==> config.mk <==
export PLATFORM = sky130hd
export DESIGN_NAME = overwriting_ring_fifo
export DESIGN_NICKNAME = d
export VERILOG_FILES = /design/src/rtl/orf_pkg.sv /design/src/rtl/overwriting_ring_fifo.sv /design/src/rtl/orf_front.sv /design/src/rtl/orf_back.sv
export SDC_FILE = /design/constraint.sdc
export NUM_CORES = 2
export LEC_CHECK = 0
export BUFFER_PORTS_ARGS = -buffer_cell sky130_fd_sc_hd__buf_4
export CELL_PAD_IN_SITES_DETAIL_PLACEMENT = 1
export CELL_PAD_IN_SITES_GLOBAL_PLACEMENT = 1
export CORE_MARGIN = 8
export CORE_UTILIZATION = 50
export CTS_CLUSTER_SIZE = 12
export DETAILED_ROUTE_END_ITERATION = 8
export PLACE_DENSITY = 0.83
export REMOVE_ABC_BUFFERS = 1
export SYNTH_ARGS = -nofsm -noshare
export SYNTH_HDL_FRONTEND = slang
export SYNTH_SLANG_ARGS = --single-unit
export TNS_END_PERCENT = 5
==> constraint.sdc <==
create_clock -name clk_i -period 7.55 [get_ports clk_i]
set_input_delay 0.755 -clock clk_i [delete_from_list [all_inputs] [get_ports clk_i]]
set_output_delay 0.755 -clock clk_i [all_outputs]
set_load 0.005 [all_outputs]
==> src/rtl/orf_pkg.sv <==
// Shared types and constants for the overwriting ring FIFO.
`default_nettype none

package orf_pkg;

  localparam int unsigned DEPTH_DEF      = 64;
  localparam int unsigned DATA_WIDTH_DEF = 32;
  localparam int unsigned MAX_DATA_W     = 64;

  localparam int unsigned REQ_W      = 3;
  localparam int unsigned WORD_W     = 32;
  localparam int unsigned COUNT_W    = 7;
  localparam int unsigned STATUS_W   = 2;
  localparam int unsigned OCC_W      = 6;
  localparam int unsigned RING_LEN_W = 7;

  localparam logic [RING_LEN_W-1:0] RING_LEN_RST = 7'd64;

  localparam int unsigned APB_ADDR_W = 3;
  localparam int unsigned APB_DATA_W = 32;
  localparam int unsigned REG_IDX_W  = APB_ADDR_W - 2;
  localparam logic [REG_IDX_W-1:0] REG_RING_LEN = '0;

  // command queue between front and back, power of two
  localparam int unsigned Q_DEPTH = 2;
  localparam int unsigned Q_PTR_W = 1;

  typedef enum logic [REQ_W-1:0] {
    REQ_PUSH    = 3'd0,
    REQ_POP     = 3'd1,
    REQ_PEEK    = 3'd2,
    REQ_CLEAR   = 3'd3,
    REQ_EXTRACT = 3'd4
  } req_e;

  typedef enum logic [2:0] {
    OP_PUSH    = 3'd0,
    OP_POP     = 3'd1,
    OP_PEEK    = 3'd2,
    OP_CLEAR   = 3'd3,
    OP_EXTRACT = 3'd4,
    OP_NOP     = 3'd5
  } op_e;

  typedef enum logic [STATUS_W-1:0] {
    ST_OK       = 2'd0,
    ST_OVERFLOW = 2'd1,
    ST_EMPTY    = 2'd2
  } status_e;

  typedef struct packed {
    logic [REQ_W-1:0]   req_type;
    logic [WORD_W-1:0]  push_data;
    logic [COUNT_W-1:0] max_count;
  } in_item_t;

  typedef struct packed {
    logic [WORD_W-1:0]   read_data;
    logic                data_valid;
    logic [STATUS_W-1:0] status;
    logic [OCC_W-1:0]    occupancy;
    logic                last;
  } out_item_t;

  typedef struct packed {
    op_e                op;
    logic [WORD_W-1:0]  data;
    logic [COUNT_W-1:0] max_count;
  } cmd_t;

endpackage

`default_nettype wire

==> src/rtl/overwriting_ring_fifo.sv <==
// Top level of the overwriting ring FIFO: register port, front and back.
//
// Use: requests (push, pop, peek, clear, extract) enter on the in_* valid/ready
// channel; results leave on the out_* channel, each carrying data, status,
// occupancy and a last flag. The ring length register sits at byte address 0
// of the APB-style port and must be written only while the block is idle (the
// block itself does not enforce this); a write empties the ring.
// An accepted request is held in the command queue until the engine takes it
// and loads its result into the result register.
// Throughput: one result per cycle unless out_ready_i holds a result. Push,
// pop, peek, clear and no-op give one result each; an extract of n words gives
// n results, one slot memory read each; an extract that yields nothing gives one.
// Reset: the ring is empty, the ring length is 64 (clamped to DEPTH), the
// command queue and the result register are empty. Slot contents are not
// cleared; a slot is only read after it was written.
// Stall: while a valid result waits on a low out_ready_i, the register holds,
// the engine stops and the two-entry command queue takes requests until full.
`default_nettype none

module overwriting_ring_fifo #(
  parameter int unsigned DEPTH      = orf_pkg::DEPTH_DEF,
  parameter int unsigned DATA_WIDTH = orf_pkg::DATA_WIDTH_DEF
) (
  input  logic                           clk_i,
  input  logic                           rst_ni,
  input  logic                           psel,
  input  logic                           penable,
  input  logic                           pwrite,
  input  logic [orf_pkg::APB_ADDR_W-1:0] paddr,
  input  logic [orf_pkg::APB_DATA_W-1:0] pwdata,
  output logic [orf_pkg::APB_DATA_W-1:0] prdata,
  output logic                           pready,
  input  logic                           in_valid_i,
  output logic                           in_ready_o,
  input  orf_pkg::in_item_t              in_data_i,
  output logic                           out_valid_o,
  input  logic                           out_ready_i,
  output orf_pkg::out_item_t             out_data_o
);
  import orf_pkg::*;

  logic [RING_LEN_W-1:0] ring_len_q;
  logic                  reg_hit, cfg_wr;
  logic                  cmd_valid, cmd_ready;
  cmd_t                  cmd;

  assign pready  = 1'b1;
  assign reg_hit = (paddr[APB_ADDR_W-1:2] == REG_RING_LEN);
  assign cfg_wr  = psel & penable & pwrite & pready & reg_hit;
  assign prdata  = reg_hit ? APB_DATA_W'(ring_len_q) : '0;

  always_ff @(posedge clk_i or negedge rst_ni) begin
    if (!rst_ni) begin
      ring_len_q <= RING_LEN_RST;
    end else if (cfg_wr) begin
      ring_len_q <= pwdata[RING_LEN_W-1:0];
    end
  end

  orf_front u_front (
    .clk_i       (clk_i),
    .rst_ni      (rst_ni),
    .in_valid_i  (in_valid_i),
    .in_ready_o  (in_ready_o),
    .in_data_i   (in_data_i),
    .cmd_valid_o (cmd_valid),
    .cmd_ready_i (cmd_ready),
    .cmd_o       (cmd)
  );

  orf_back #(
    .DEPTH      (DEPTH),
    .DATA_WIDTH (DATA_WIDTH)
  ) u_back (
    .clk_i       (clk_i),
    .rst_ni      (rst_ni),
    .ring_len_i  (ring_len_q),
    .cfg_wr_i    (cfg_wr),
    .cmd_valid_i (cmd_valid),
    .cmd_ready_o (cmd_ready),
    .cmd_i       (cmd),
    .out_valid_o (out_valid_o),
    .out_ready_i (out_ready_i),
    .out_data_o  (out_data_o)
  );

endmodule

`default_nettype wire

==> src/rtl/orf_front.sv <==
// Request decode and short command queue in front of the ring engine.
`default_nettype none

module orf_front (
  input  logic              clk_i,
  input  logic              rst_ni,
  input  logic              in_valid_i,
  output logic              in_ready_o,
  input  orf_pkg::in_item_t in_data_i,
  output logic              cmd_valid_o,
  input  logic              cmd_ready_i,
  output orf_pkg::cmd_t     cmd_o
);
  import orf_pkg::*;

  localparam logic [Q_PTR_W:0] FILL_FULL = (Q_PTR_W+1)'(Q_DEPTH);

  cmd_t               cmd_in;
  cmd_t               entry_q [Q_DEPTH];
  logic [Q_PTR_W-1:0] wr_ptr_q, wr_ptr_d;
  logic [Q_PTR_W-1:0] rd_ptr_q, rd_ptr_d;
  logic [Q_PTR_W:0]   fill_q, fill_d;
  logic               push, pop;

  // classify; unknown codes become a no-op
  always_comb begin
    cmd_in.data      = in_data_i.push_data;
    cmd_in.max_count = in_data_i.max_count;
    unique case (in_data_i.req_type)
      REQ_PUSH:    cmd_in.op = OP_PUSH;
      REQ_POP:     cmd_in.op = OP_POP;
      REQ_PEEK:    cmd_in.op = OP_PEEK;
      REQ_CLEAR:   cmd_in.op = OP_CLEAR;
      REQ_EXTRACT: cmd_in.op = OP_EXTRACT;
      default:     cmd_in.op = OP_NOP;
    endcase
  end

  assign in_ready_o  = (fill_q != FILL_FULL);
  assign cmd_valid_o = (fill_q != '0);
  assign cmd_o       = entry_q[rd_ptr_q];

  assign push = in_valid_i & in_ready_o;
  assign pop  = cmd_valid_o & cmd_ready_i;

  always_comb begin
    wr_ptr_d = push ? wr_ptr_q + 1'b1 : wr_ptr_q;
    rd_ptr_d = pop  ? rd_ptr_q + 1'b1 : rd_ptr_q;
    case ({push, pop})
      2'b10:   fill_d = fill_q + 1'b1;
      2'b01:   fill_d = fill_q - 1'b1;
      default: fill_d = fill_q;
    endcase
  end

  always_ff @(posedge clk_i or negedge rst_ni) begin
    if (!rst_ni) begin
      wr_ptr_q <= '0;
      rd_ptr_q <= '0;
      fill_q   <= '0;
    end else begin
      wr_ptr_q <= wr_ptr_d;
      rd_ptr_q <= rd_ptr_d;
      fill_q   <= fill_d;
    end
  end

  always_ff @(posedge clk_i) begin
    if (push) begin
      entry_q[wr_ptr_q] <= cmd_in;
    end
  end

endmodule

`default_nettype wire

==> src/rtl/orf_back.sv <==
// Ring engine: slot memory, ring indices, burst sequencing and result register.
`default_nettype none

module orf_back #(
  parameter int unsigned DEPTH      = orf_pkg::DEPTH_DEF,
  parameter int unsigned DATA_WIDTH = orf_pkg::DATA_WIDTH_DEF
) (
  input  logic                           clk_i,
  input  logic                           rst_ni,
  input  logic [orf_pkg::RING_LEN_W-1:0] ring_len_i,
  input  logic                           cfg_wr_i,
  input  logic                           cmd_valid_i,
  output logic                           cmd_ready_o,
  input  orf_pkg::cmd_t                  cmd_i,
  output logic                           out_valid_o,
  input  logic                           out_ready_i,
  output orf_pkg::out_item_t             out_data_o
);
  import orf_pkg::*;

  localparam int unsigned IDX_W = $clog2(DEPTH);
  localparam int unsigned CNT_W = $clog2(DEPTH + 1);

  logic [DATA_WIDTH-1:0] mem_q [DEPTH];
  logic [DATA_WIDTH-1:0] rdata_q;

  logic [IDX_W-1:0]   wr_idx_q, wr_idx_d, wr_nxt;
  logic [IDX_W-1:0]   rd_idx_q, rd_idx_d;
  logic [CNT_W-1:0]   count_q, count_d;
  logic               burst_q, burst_d;
  logic [COUNT_W-1:0] left_q, left_d;
  logic [CNT_W-1:0]   len;
  logic [COUNT_W-1:0] count_w, avail;

  logic               fire, done, mem_we, mem_re;
  logic               res_dv, res_last;
  status_e            res_st;

  logic               out_valid_q, out_valid_d;
  logic               dv_q, last_q;
  status_e            st_q;
  logic [OCC_W-1:0]   occ_q;

  logic [MAX_DATA_W-1:0] wr_wide, rd_wide;

  function automatic logic [IDX_W-1:0] adv(input logic [IDX_W-1:0] idx,
                                           input logic [CNT_W-1:0] l);
    logic [CNT_W-1:0] nxt;
    nxt = CNT_W'(idx) + CNT_W'(1);
    return (nxt == l) ? '0 : nxt[IDX_W-1:0];
  endfunction

  // clamp ring length into 2..DEPTH
  always_comb begin
    if (ring_len_i < RING_LEN_W'(2)) begin
      len = CNT_W'(2);
    end else if (ring_len_i > RING_LEN_W'(DEPTH)) begin
      len = CNT_W'(DEPTH);
    end else begin
      len = ring_len_i[CNT_W-1:0];
    end
  end

  assign fire    = cmd_valid_i & (~out_valid_q | out_ready_i);
  assign count_w = COUNT_W'(count_q);
  assign wr_nxt  = adv(wr_idx_q, len);
  assign avail   = burst_q ? left_q
                 : ((cmd_i.max_count < count_w) ? cmd_i.max_count : count_w);

  always_comb begin
    wr_idx_d = wr_idx_q;
    rd_idx_d = rd_idx_q;
    count_d  = count_q;
    burst_d  = burst_q;
    left_d   = left_q;
    mem_we   = 1'b0;
    mem_re   = 1'b0;
    res_dv   = 1'b0;
    res_st   = ST_OK;
    res_last = 1'b1;
    done     = 1'b1;
    case (cmd_i.op)
      OP_PUSH: begin
        mem_we   = 1'b1;
        wr_idx_d = wr_nxt;
        // write index caught the head: drop the oldest word
        if (wr_nxt == rd_idx_q) begin
          rd_idx_d = adv(rd_idx_q, len);
          res_st   = ST_OVERFLOW;
        end else begin
          count_d = count_q + CNT_W'(1);
        end
      end
      OP_POP, OP_PEEK: begin
        if (count_q == '0) begin
          res_st = ST_EMPTY;
        end else begin
          mem_re = 1'b1;
          res_dv = 1'b1;
          if (cmd_i.op == OP_POP) begin
            rd_idx_d = adv(rd_idx_q, len);
            count_d  = count_q - CNT_W'(1);
          end
        end
      end
      OP_CLEAR: begin
        wr_idx_d = '0;
        rd_idx_d = '0;
        count_d  = '0;
      end
      OP_EXTRACT: begin
        if (avail == '0) begin
          res_st = (count_q == '0) ? ST_EMPTY : ST_OK;
        end else begin
          mem_re   = 1'b1;
          res_dv   = 1'b1;
          rd_idx_d = adv(rd_idx_q, len);
          count_d  = count_q - CNT_W'(1);
          res_last = (avail == COUNT_W'(1));
          done     = res_last;
          burst_d  = ~res_last;
          left_d   = avail - COUNT_W'(1);
        end
      end
      default: ;
    endcase

    // hold everything unless the command executes this cycle or a ring length write empties the ring
    if (!fire) begin
      wr_idx_d = wr_idx_q;
      rd_idx_d = rd_idx_q;
      count_d  = count_q;
      burst_d  = burst_q;
      left_d   = left_q;
      mem_we   = 1'b0;
      mem_re   = 1'b0;
    end
    if (cfg_wr_i) begin
      wr_idx_d = '0;
      rd_idx_d = '0;
      count_d  = '0;
      burst_d  = 1'b0;
    end
  end

  assign cmd_ready_o = fire & done;

  always_comb begin
    if (fire) begin
      out_valid_d = 1'b1;
    end else if (out_ready_i) begin
      out_valid_d = 1'b0;
    end else begin
      out_valid_d = out_valid_q;
    end
  end

  always_ff @(posedge clk_i or negedge rst_ni) begin
    if (!rst_ni) begin
      wr_idx_q    <= '0;
      rd_idx_q    <= '0;
      count_q     <= '0;
      burst_q     <= 1'b0;
      left_q      <= '0;
      out_valid_q <= 1'b0;
    end else begin
      wr_idx_q    <= wr_idx_d;
      rd_idx_q    <= rd_idx_d;
      count_q     <= count_d;
      burst_q     <= burst_d;
      left_q      <= left_d;
      out_valid_q <= out_valid_d;
    end
  end

  // result payload
  always_ff @(posedge clk_i) begin
    if (fire) begin
      dv_q   <= res_dv;
      st_q   <= res_st;
      occ_q  <= OCC_W'(count_d);
      last_q <= res_last;
    end
  end

  assign wr_wide = MAX_DATA_W'(cmd_i.data);

  always_ff @(posedge clk_i) begin
    if (mem_we) begin
      mem_q[wr_idx_q] <= wr_wide[DATA_WIDTH-1:0];
    end
    if (mem_re) begin
      rdata_q <= mem_q[rd_idx_q];
    end
  end

  assign rd_wide = MAX_DATA_W'(rdata_q);

  assign out_valid_o = out_valid_q;

  always_comb begin
    out_data_o.read_data  = dv_q ? rd_wide[WORD_W-1:0] : '0;
    out_data_o.data_valid = dv_q;
    out_data_o.status     = st_q;
    out_data_o.occupancy  = occ_q;
    out_data_o.last       = last_q;
  end

endmodule

`default_nettype wire

=== After elaboration in Yosys (flattened, before gate mapping) ===
Memory sizes are Yosys's and may differ from the RTL's. A register that Yosys moved wholly into a read port is not among the register bits.
Index checks and enable logic that the tools add are counted.

* Output and inout bits: 77
* Logic and storage cells: 128
* Bits in read-only memories: 0
* Bits in writable memories: 2132
* Latch bits: 0
* Register bits after elaboration: 49
* Memories kept: 2

* Div/mod/pow operators: 0
* Bitwise gates (word level): 12
* Add/sub/neg operators: 9
* Eq/ne operators: 21
* Magnitude comparators: 3
* Multipliers: 0
* Shift-type cells: 0
* Reductions and logical operators: 17
* Muxes and demuxes: 49

{| class="wikitable"
|+ Memory list
! memory !! depth !! width !! read ports !! clocked after Yosys merged registers in !! wr ports !! RTL line !! source
|-
| u_back.mem_q || 64 || 32 || 1 || 1 || 1 || orf_back.sv:24 || <nowiki>logic [DATA_WIDTH-1:0] mem_q [DEPTH];</nowiki>
|-
| u_front.entry_q || 2 || 42 || 1 || 0 || 1 || orf_front.sv:19 || <nowiki>cmd_t entry_q [Q_DEPTH];</nowiki>
|}

{| class="wikitable"
|+ Operator list
! operator !! number
|-
| $mux 7 || 11
|-
| $mux 6 || 10
|-
| $mux 32 || 1
|-
| $pmux 7 s4 || 1
|-
| $pmux 6 s4 || 1
|-
| $mux 1 || 18
|-
| $pmux 3 s5 || 1
|-
| $add 6x1->7 const B || 2
|-
| $eq 7x7->1 || 2
|-
| $logic_not 7->1 || 2
|-
| $sub 7x1->7 const B || 2
|-
| $eq 3x2->1 const B || 4
|-
| $pmux 6 s2 || 1
|-
| $reduce_and 6->1 || 2
|-
| $reduce_bool 2->1 || 5
|-
| $ne 3x3->1 const B || 3
|-
| $add 7x1->7 const B || 1
|-
| $and 1x1->1 || 7
|-
| $eq 7x1->1 const B || 1
|-
| $gt 7x7->1 const B || 1
|-
| $lt 7x2->1 const B || 1
|-
| $lt 7x7->1 || 1
|-
| $eq 3x1->1 const B || 2
|-
| $eq 3x3->1 const B || 2
|-
| other kinds (20) || 29
|}

=== Logic depth before layout (Yosys ltp) ===
An unclocked memory read counts as a cell.

* Depth after elaboration: 11
* Gate-level depth with buffers: 18
* Mapped depth without buffers: 16

=== By module ===
A second synthesis with hierarchy kept.

* Cells, all modules: 3673
* Area total of the unflattened synthesis: 85961.2 µm²

{| class="wikitable"
|+ Modules (own cells, without submodules)
! module !! cells an instance !! sequential area each (µm²) !! times used !! area each (µm²)
|-
| orf_back || 3471 || 63460.9 || 1 || 82142.5
|-
| orf_front || 151 || 2622.5 || 1 || 3271.9
|-
| overwriting_ring_fifo || 51 || 176.4 || 1 || 546.8
|}

=== Worst setup path after synthesis ===
No wires, ideal clock.

* Path type: flip-flop to flip-flop
* Start point: reg u_front.rd_ptr_q
* End point: reg u_back.rdata_q[0] (read register of u_back.mem_q) (enable)
* Period minus slack after synthesis: 5.337 ns
* Cell stages (with the launch flop): 16
* Setup time: 0.432 ns
* Buffers on the path: 3
* Path slack: 2.213 ns
* Data required time: 7.118 ns
* Data arrival time: 4.905 ns
* Path through: dfrtp_1 -> buf_2 -> buf_2 -> buf_1 -> mux2_2 -> ha_1 -> or3b_1 -> o22a_1 -> a21oi_1 -> mux2i_1 -> o21ai_0 -> inv_1 -> ha_1 -> nand2_1 -> o31ai_4 -> a21oi_1

* Word-level cells in the longest chain between the ends: 8
* Elaborated cells on any way between the ends: 12
* Those cells by class: 1 x order compare; 3 x eq/ne; 5 x mux; 2 x reduce/logical; 1 x memory

{| class="wikitable"
|+ RTL lines
! item !! RTL line !! source
|-
| start, declared || orf_front.sv:21 || <nowiki>logic [Q_PTR_W-1:0] rd_ptr_q, rd_ptr_d;</nowiki>
|-
| start signal, assigned || orf_front.sv:63 || <nowiki>rd_ptr_q <= rd_ptr_d;</nowiki>
|-
| $mem_v2 2x42 (*) || - ||
|-
| $lt 7x7->1 || orf_back.sv:68 || <nowiki>: ((cmd_i.max_count < count_w) ? cmd_i.max_count : count_w);</nowiki>
|-
| $mux 7 || orf_back.sv:68 ||
|-
| $mux 7 || orf_back.sv:67 || <nowiki>assign avail = burst_q ? left_q</nowiki>
|-
| $logic_not 7->1 || orf_back.sv:112 || <nowiki>if (avail == '0) begin</nowiki>
|-
| $mux 1 || orf_back.sv:112 ||
|-
| $pmux 1 s2 (*) || orf_back.sv:82 || <nowiki>case (cmd_i.op)</nowiki>
|-
| $mux 1 (*) || orf_back.sv:129 || <nowiki>if (!fire) begin</nowiki>
|-
| named net u_back.mem_re || orf_back.sv:35 || <nowiki>logic fire, done, mem_we, mem_re;</nowiki>
|-
| end, declared || orf_back.sv:25 || <nowiki>logic [DATA_WIDTH-1:0] rdata_q;</nowiki>
|}

The timed path passes the listed nets; every way through them passes the cells marked *.
A chain may end at the register's enable or synchronous reset.

=== Final worst setup path ===
* Start point: reg u_front.rd_ptr_q
* End point: mem u_back.mem_q[22][20] (netlist bit) (enable)

* Word-level cells in the longest chain between the ends: 6

{| class="wikitable"
|+ RTL lines
! item !! RTL line !! source
|-
| $mem_v2 2x42 || - ||
|-
| $logic_not 3->1 || orf_back.sv:82 ||
|-
| $mux 1 || orf_back.sv:82 ||
|-
| $mux 1 || orf_back.sv:129 ||
|-
| $mux 1 || orf_back.sv:189 || <nowiki>if (mem_we) begin</nowiki>
|-
| $mux 1 (not written as such) || orf_back.sv:190 || <nowiki>mem_q[wr_idx_q] <= wr_wide[DATA_WIDTH-1:0];</nowiki>
|-
| end, declared || orf_back.sv:24 ||
|}

Every way passes these cells.

==> flow_summary.ini <==
[floorplanning]
die_w_um = 431
fp.coreArea_mm2 = 0.171
start_util_pct = 50.2
die_y_um = 431
ios = 161
core.rowCount = 152
die_area_mm2 = 0.185

[setup_path]
worstSetupPathType = reg2reg
required_ns = 8.02
cp_num_buf_inv = 1
path_max_fanout = 50
crit_arrival_ns = 6.24
cp-end-kind = register
cp_top_family = simple AND/OR/NAND/NOR gates
cp_cell_sequence = mux2i_1 -> nand2_1 -> nor3_1 -> nand3_1 -> nor2_4 -> buf_4
cp-start-kind = register
crit_slowest_cell = dfrtp_4
cp_slowest_stage_delay_ns = 1.08

[synthesis]
yosys_register_bits = 2213
synth-main-ff-cell = edfxtp_1
ys_async_sr_fraction_pct = 1.76
netlist_instances = 3708
syn_area_per_cell_um2 = 23.2
ys_types = 75
synth_edf_count = 2174
ys_warn_count = 0
syn_area_mm2 = 0.0860
yosysSeqAreaShare_pct = 77.1

[sta]
maxSlewViolCount = 0
slew_headroom_pct = 7.36
worstMarginPinSlew_ns = 1.39
hold_viol_final = 0
fin_worst_skew_ns = 0.0401
min_period_ns = 5.77
timing.fmax_ghz = 0.173
worst_slack_ns = 1.78
fin_crit_sh_pct = 76.5
rsz0062_at_grt = false
finalSetupViolations = 0

[placed_design]
hpwl_mm = 126
dp_slack_ns = 2.06
gp_congestion = 0.833
portBuffers = 107

[cts]
clkLatencyLatePin_ns = 0.85
clock_sinks = 2213
cts_tree = built
post-cts-setup-buffers = 0
htreeDepth = 4
clk_pin_slew_worst_paths_ns = 0.06
cts_buffers = 215
cts_root_buf = clkbuf_16
clockBufferDepth = 3

[route]
detail-route-antenna-nets = 0
vias_per_cell = 6.80
first_iter_violations = 6269
via_count = 42796
wire_per_inst_um = 38.1
drc = 0
dr.pass1.iters = 5
routed_wl_mm = 240

[outcome]
run_status = finished, final reports clean

[global_routing]
grt_start_max_net_pins = 142
grt_pass1_wl_mm = 338
grt_pass1_vias = 44810
antenna_found_initial = 8
overflow = 0
grtUsageTotal_pct = 25.6

[power]
p_leak_nw = 29.4
peakVddDrop_mv = 0.330
cellPowerDensity_mw_per_mm2 = 368

[finish]
fin_nets = 4027
final_util_pct = 56.3
syn_to_final_growth_pct = 12.1
drive_above_1_share_pct = 30.8

[run]
max_cap_violations = 0

[min_path]
min_path_type = in2reg
-- timing repair --
item	4_1_cts	5_1_grt
hold endpoints to repair	38	0
hold buffers	1	0
gates resized for setup	0	0
-- cells by family (layout without fill, tap and decap cells) --
kind of cell	after synthesis	count (layout)	share of synthesized area (%)
adder cells (fa/ha/maj)	14	14	0.204
buffers and inverters	237	560	1.21
flip-flops	2213	2213	77.1
AO/OA/AOI/OAI	150	150	1.15
multiplexers	738	738	18.2
AND/OR/NAND/NOR	326	326	1.85
other	2	34	0.00874
XOR/XNOR	28	28	0.301
-- worst paths after layout --
check | startpoint | end | slack (ns) | cells after the start
max in group asynchronous | rst_ni | u_front.rd_ptr_q | 6.65 | 2
worst max register to register | u_front.rd_ptr_q | u_back.mem_q[22][20] | 1.78 | 6
worst max-delay path | u_front.rd_ptr_q | u_back.mem_q[22][20] | 1.78 | 6
worst min register to register | u_back.left_q[3] | u_back.left_q[3] | 0.49 | 2
worst min-delay path | in_data_i[15] | u_front.entry_q[1][15] | 0.10 | 1
min in group asynchronous | rst_ni | ring_len_q[4] | 0.45 | 2
-- power by group --
group / internal [W] / leakage, nW / switching, W / total (W)
logic: 0.00391 / 6.34 / 0.00564 / 0.00956
clock network: 0.00549 / 3.04 / 0.00458 / 0.0101
registers: 0.0154 / 20.1 / 0.000447 / 0.0158
total: 0.0248 / 29.4 / 0.0107 / 0.0355
-- cell usage after synthesis, types with 3 or more instances --
library cell  instances  area share [%]
buf_2                21            0.12
o21a_1                4           0.035
a211oi_1              8           0.070
a21oi_1              22            0.13
o21ai_1               3           0.017
nand3_1              19            0.11
mux2i_1              28            0.33
mux4_2              653              17
ha_1                 14            0.20
buf_4                31            0.27
nor3_1               17           0.099
o211ai_1              4           0.035
edfxtp_1           2174              76
o21ai_0              55            0.32
nand2b_1             13           0.095
a21o_1                5           0.044
and3_1                6           0.044
a31oi_1               5           0.036
buf_1                73            0.32
nand3b_1              3           0.026
nor3b_1               3           0.026
nand4_1               3           0.022
inv_1                19           0.083
nor2_1              106            0.46
and2_1               36            0.26
xor2_1               11            0.11
xnor2_1              16            0.16
a221oi_1              3           0.031
o22ai_1               4           0.029
nor2b_1              12           0.087
o31ai_1               8           0.070
o311ai_0              3           0.031
mux2_2               56            0.73
dfrtp_1              38             1.1
clkbuf_1             92            0.40
nand2_1              85            0.37
-- area by class of cell --
| class | instances | area (um^2) |
|---|---|---|
| diodes | 8 | 20.0 |
| inverters | 19 | 71.3 |
| clock inverters | 45 | 448 |
| multi-input cells | 1282 | 19300 |
| well taps | 2233 | 2790 |
| flip-flops and latches | 2213 | 66300 |
| clock buffers | 298 | 5840 |
| repair buffers | 198 | 1610 |
| fillers | 14247 | 74800 |
-- worst reg2reg max path: stages (launching register included) --
cell and delay, ns:
dfrtp_4 1.08, mux2i_1 0.56, nand2_1 0.38, nor3_1 0.75, nand3_1 1.00, nor2_4 1.07, buf_4 0.53
-- layout by cell type, fill, tap and decap left out, types with 11 or more instances in the layout --
master,Yosys,final
a21oi_1,22,21
and2_1,36,36
buf_4,31,187
clkbuf_1,92,74
clkbuf_16,0,220
clkinv_1,0,21
conb_1,2,26
dfrtp_1,38,31
edfxtp_1,2174,2174
ha_1,14,14
inv_1,19,19
mux2_2,56,55
mux2i_1,28,28
mux4_2,653,653
nand2_1,85,85
nand2b_1,13,13
nand3_1,19,19
nor2_1,106,41
nor2_4,0,65
nor2b_1,12,12
nor3_1,17,17
o21ai_0,55,55
xnor2_1,16,16
xor2_1,11,11
-- metal layers --
metal | track usage (%) | vias to the layer above | wire, um
li1 | - | 16101 | -
met1 | 33.7 | 22904 | 85000
met2 | 43.6 | 3254 | 121000
met3 | 4.83 | 535 | 24800
met4 | 8.42 | 2 | 8720
met5 | 0 | - | 13
-- flip-flops by register name, summed over array words and instances, names as in the netlist, 6 cells and up --
name,flops
ring_len_q,7
u_back.count_q,7
u_back.left_q,7
u_back.mem_q,2048
u_back.occ_q,6
u_back.rd_idx_q,6
u_back.rdata_q,32
u_back.wr_idx_q,6
u_front.entry_q,84
-- metrics by stage --
stage                     hold slack [ns]  area [um^2]  cells  power [W]  setup TNS, ns
after CTS                          0.0364        96300   6288     0.0356              0
after global placement              0.475        90000   5944     0.0250              0
after global routing               0.0682        96300   6288     0.0365              0
after detailed placement            0.479        90000   5944     0.0254              0
after floorplan                     0.450        85100   3514     0.0227        -696.88
final                               0.100        96300   6296     0.0355              0
Note: power is estimated with default switching activity, not from simulation.
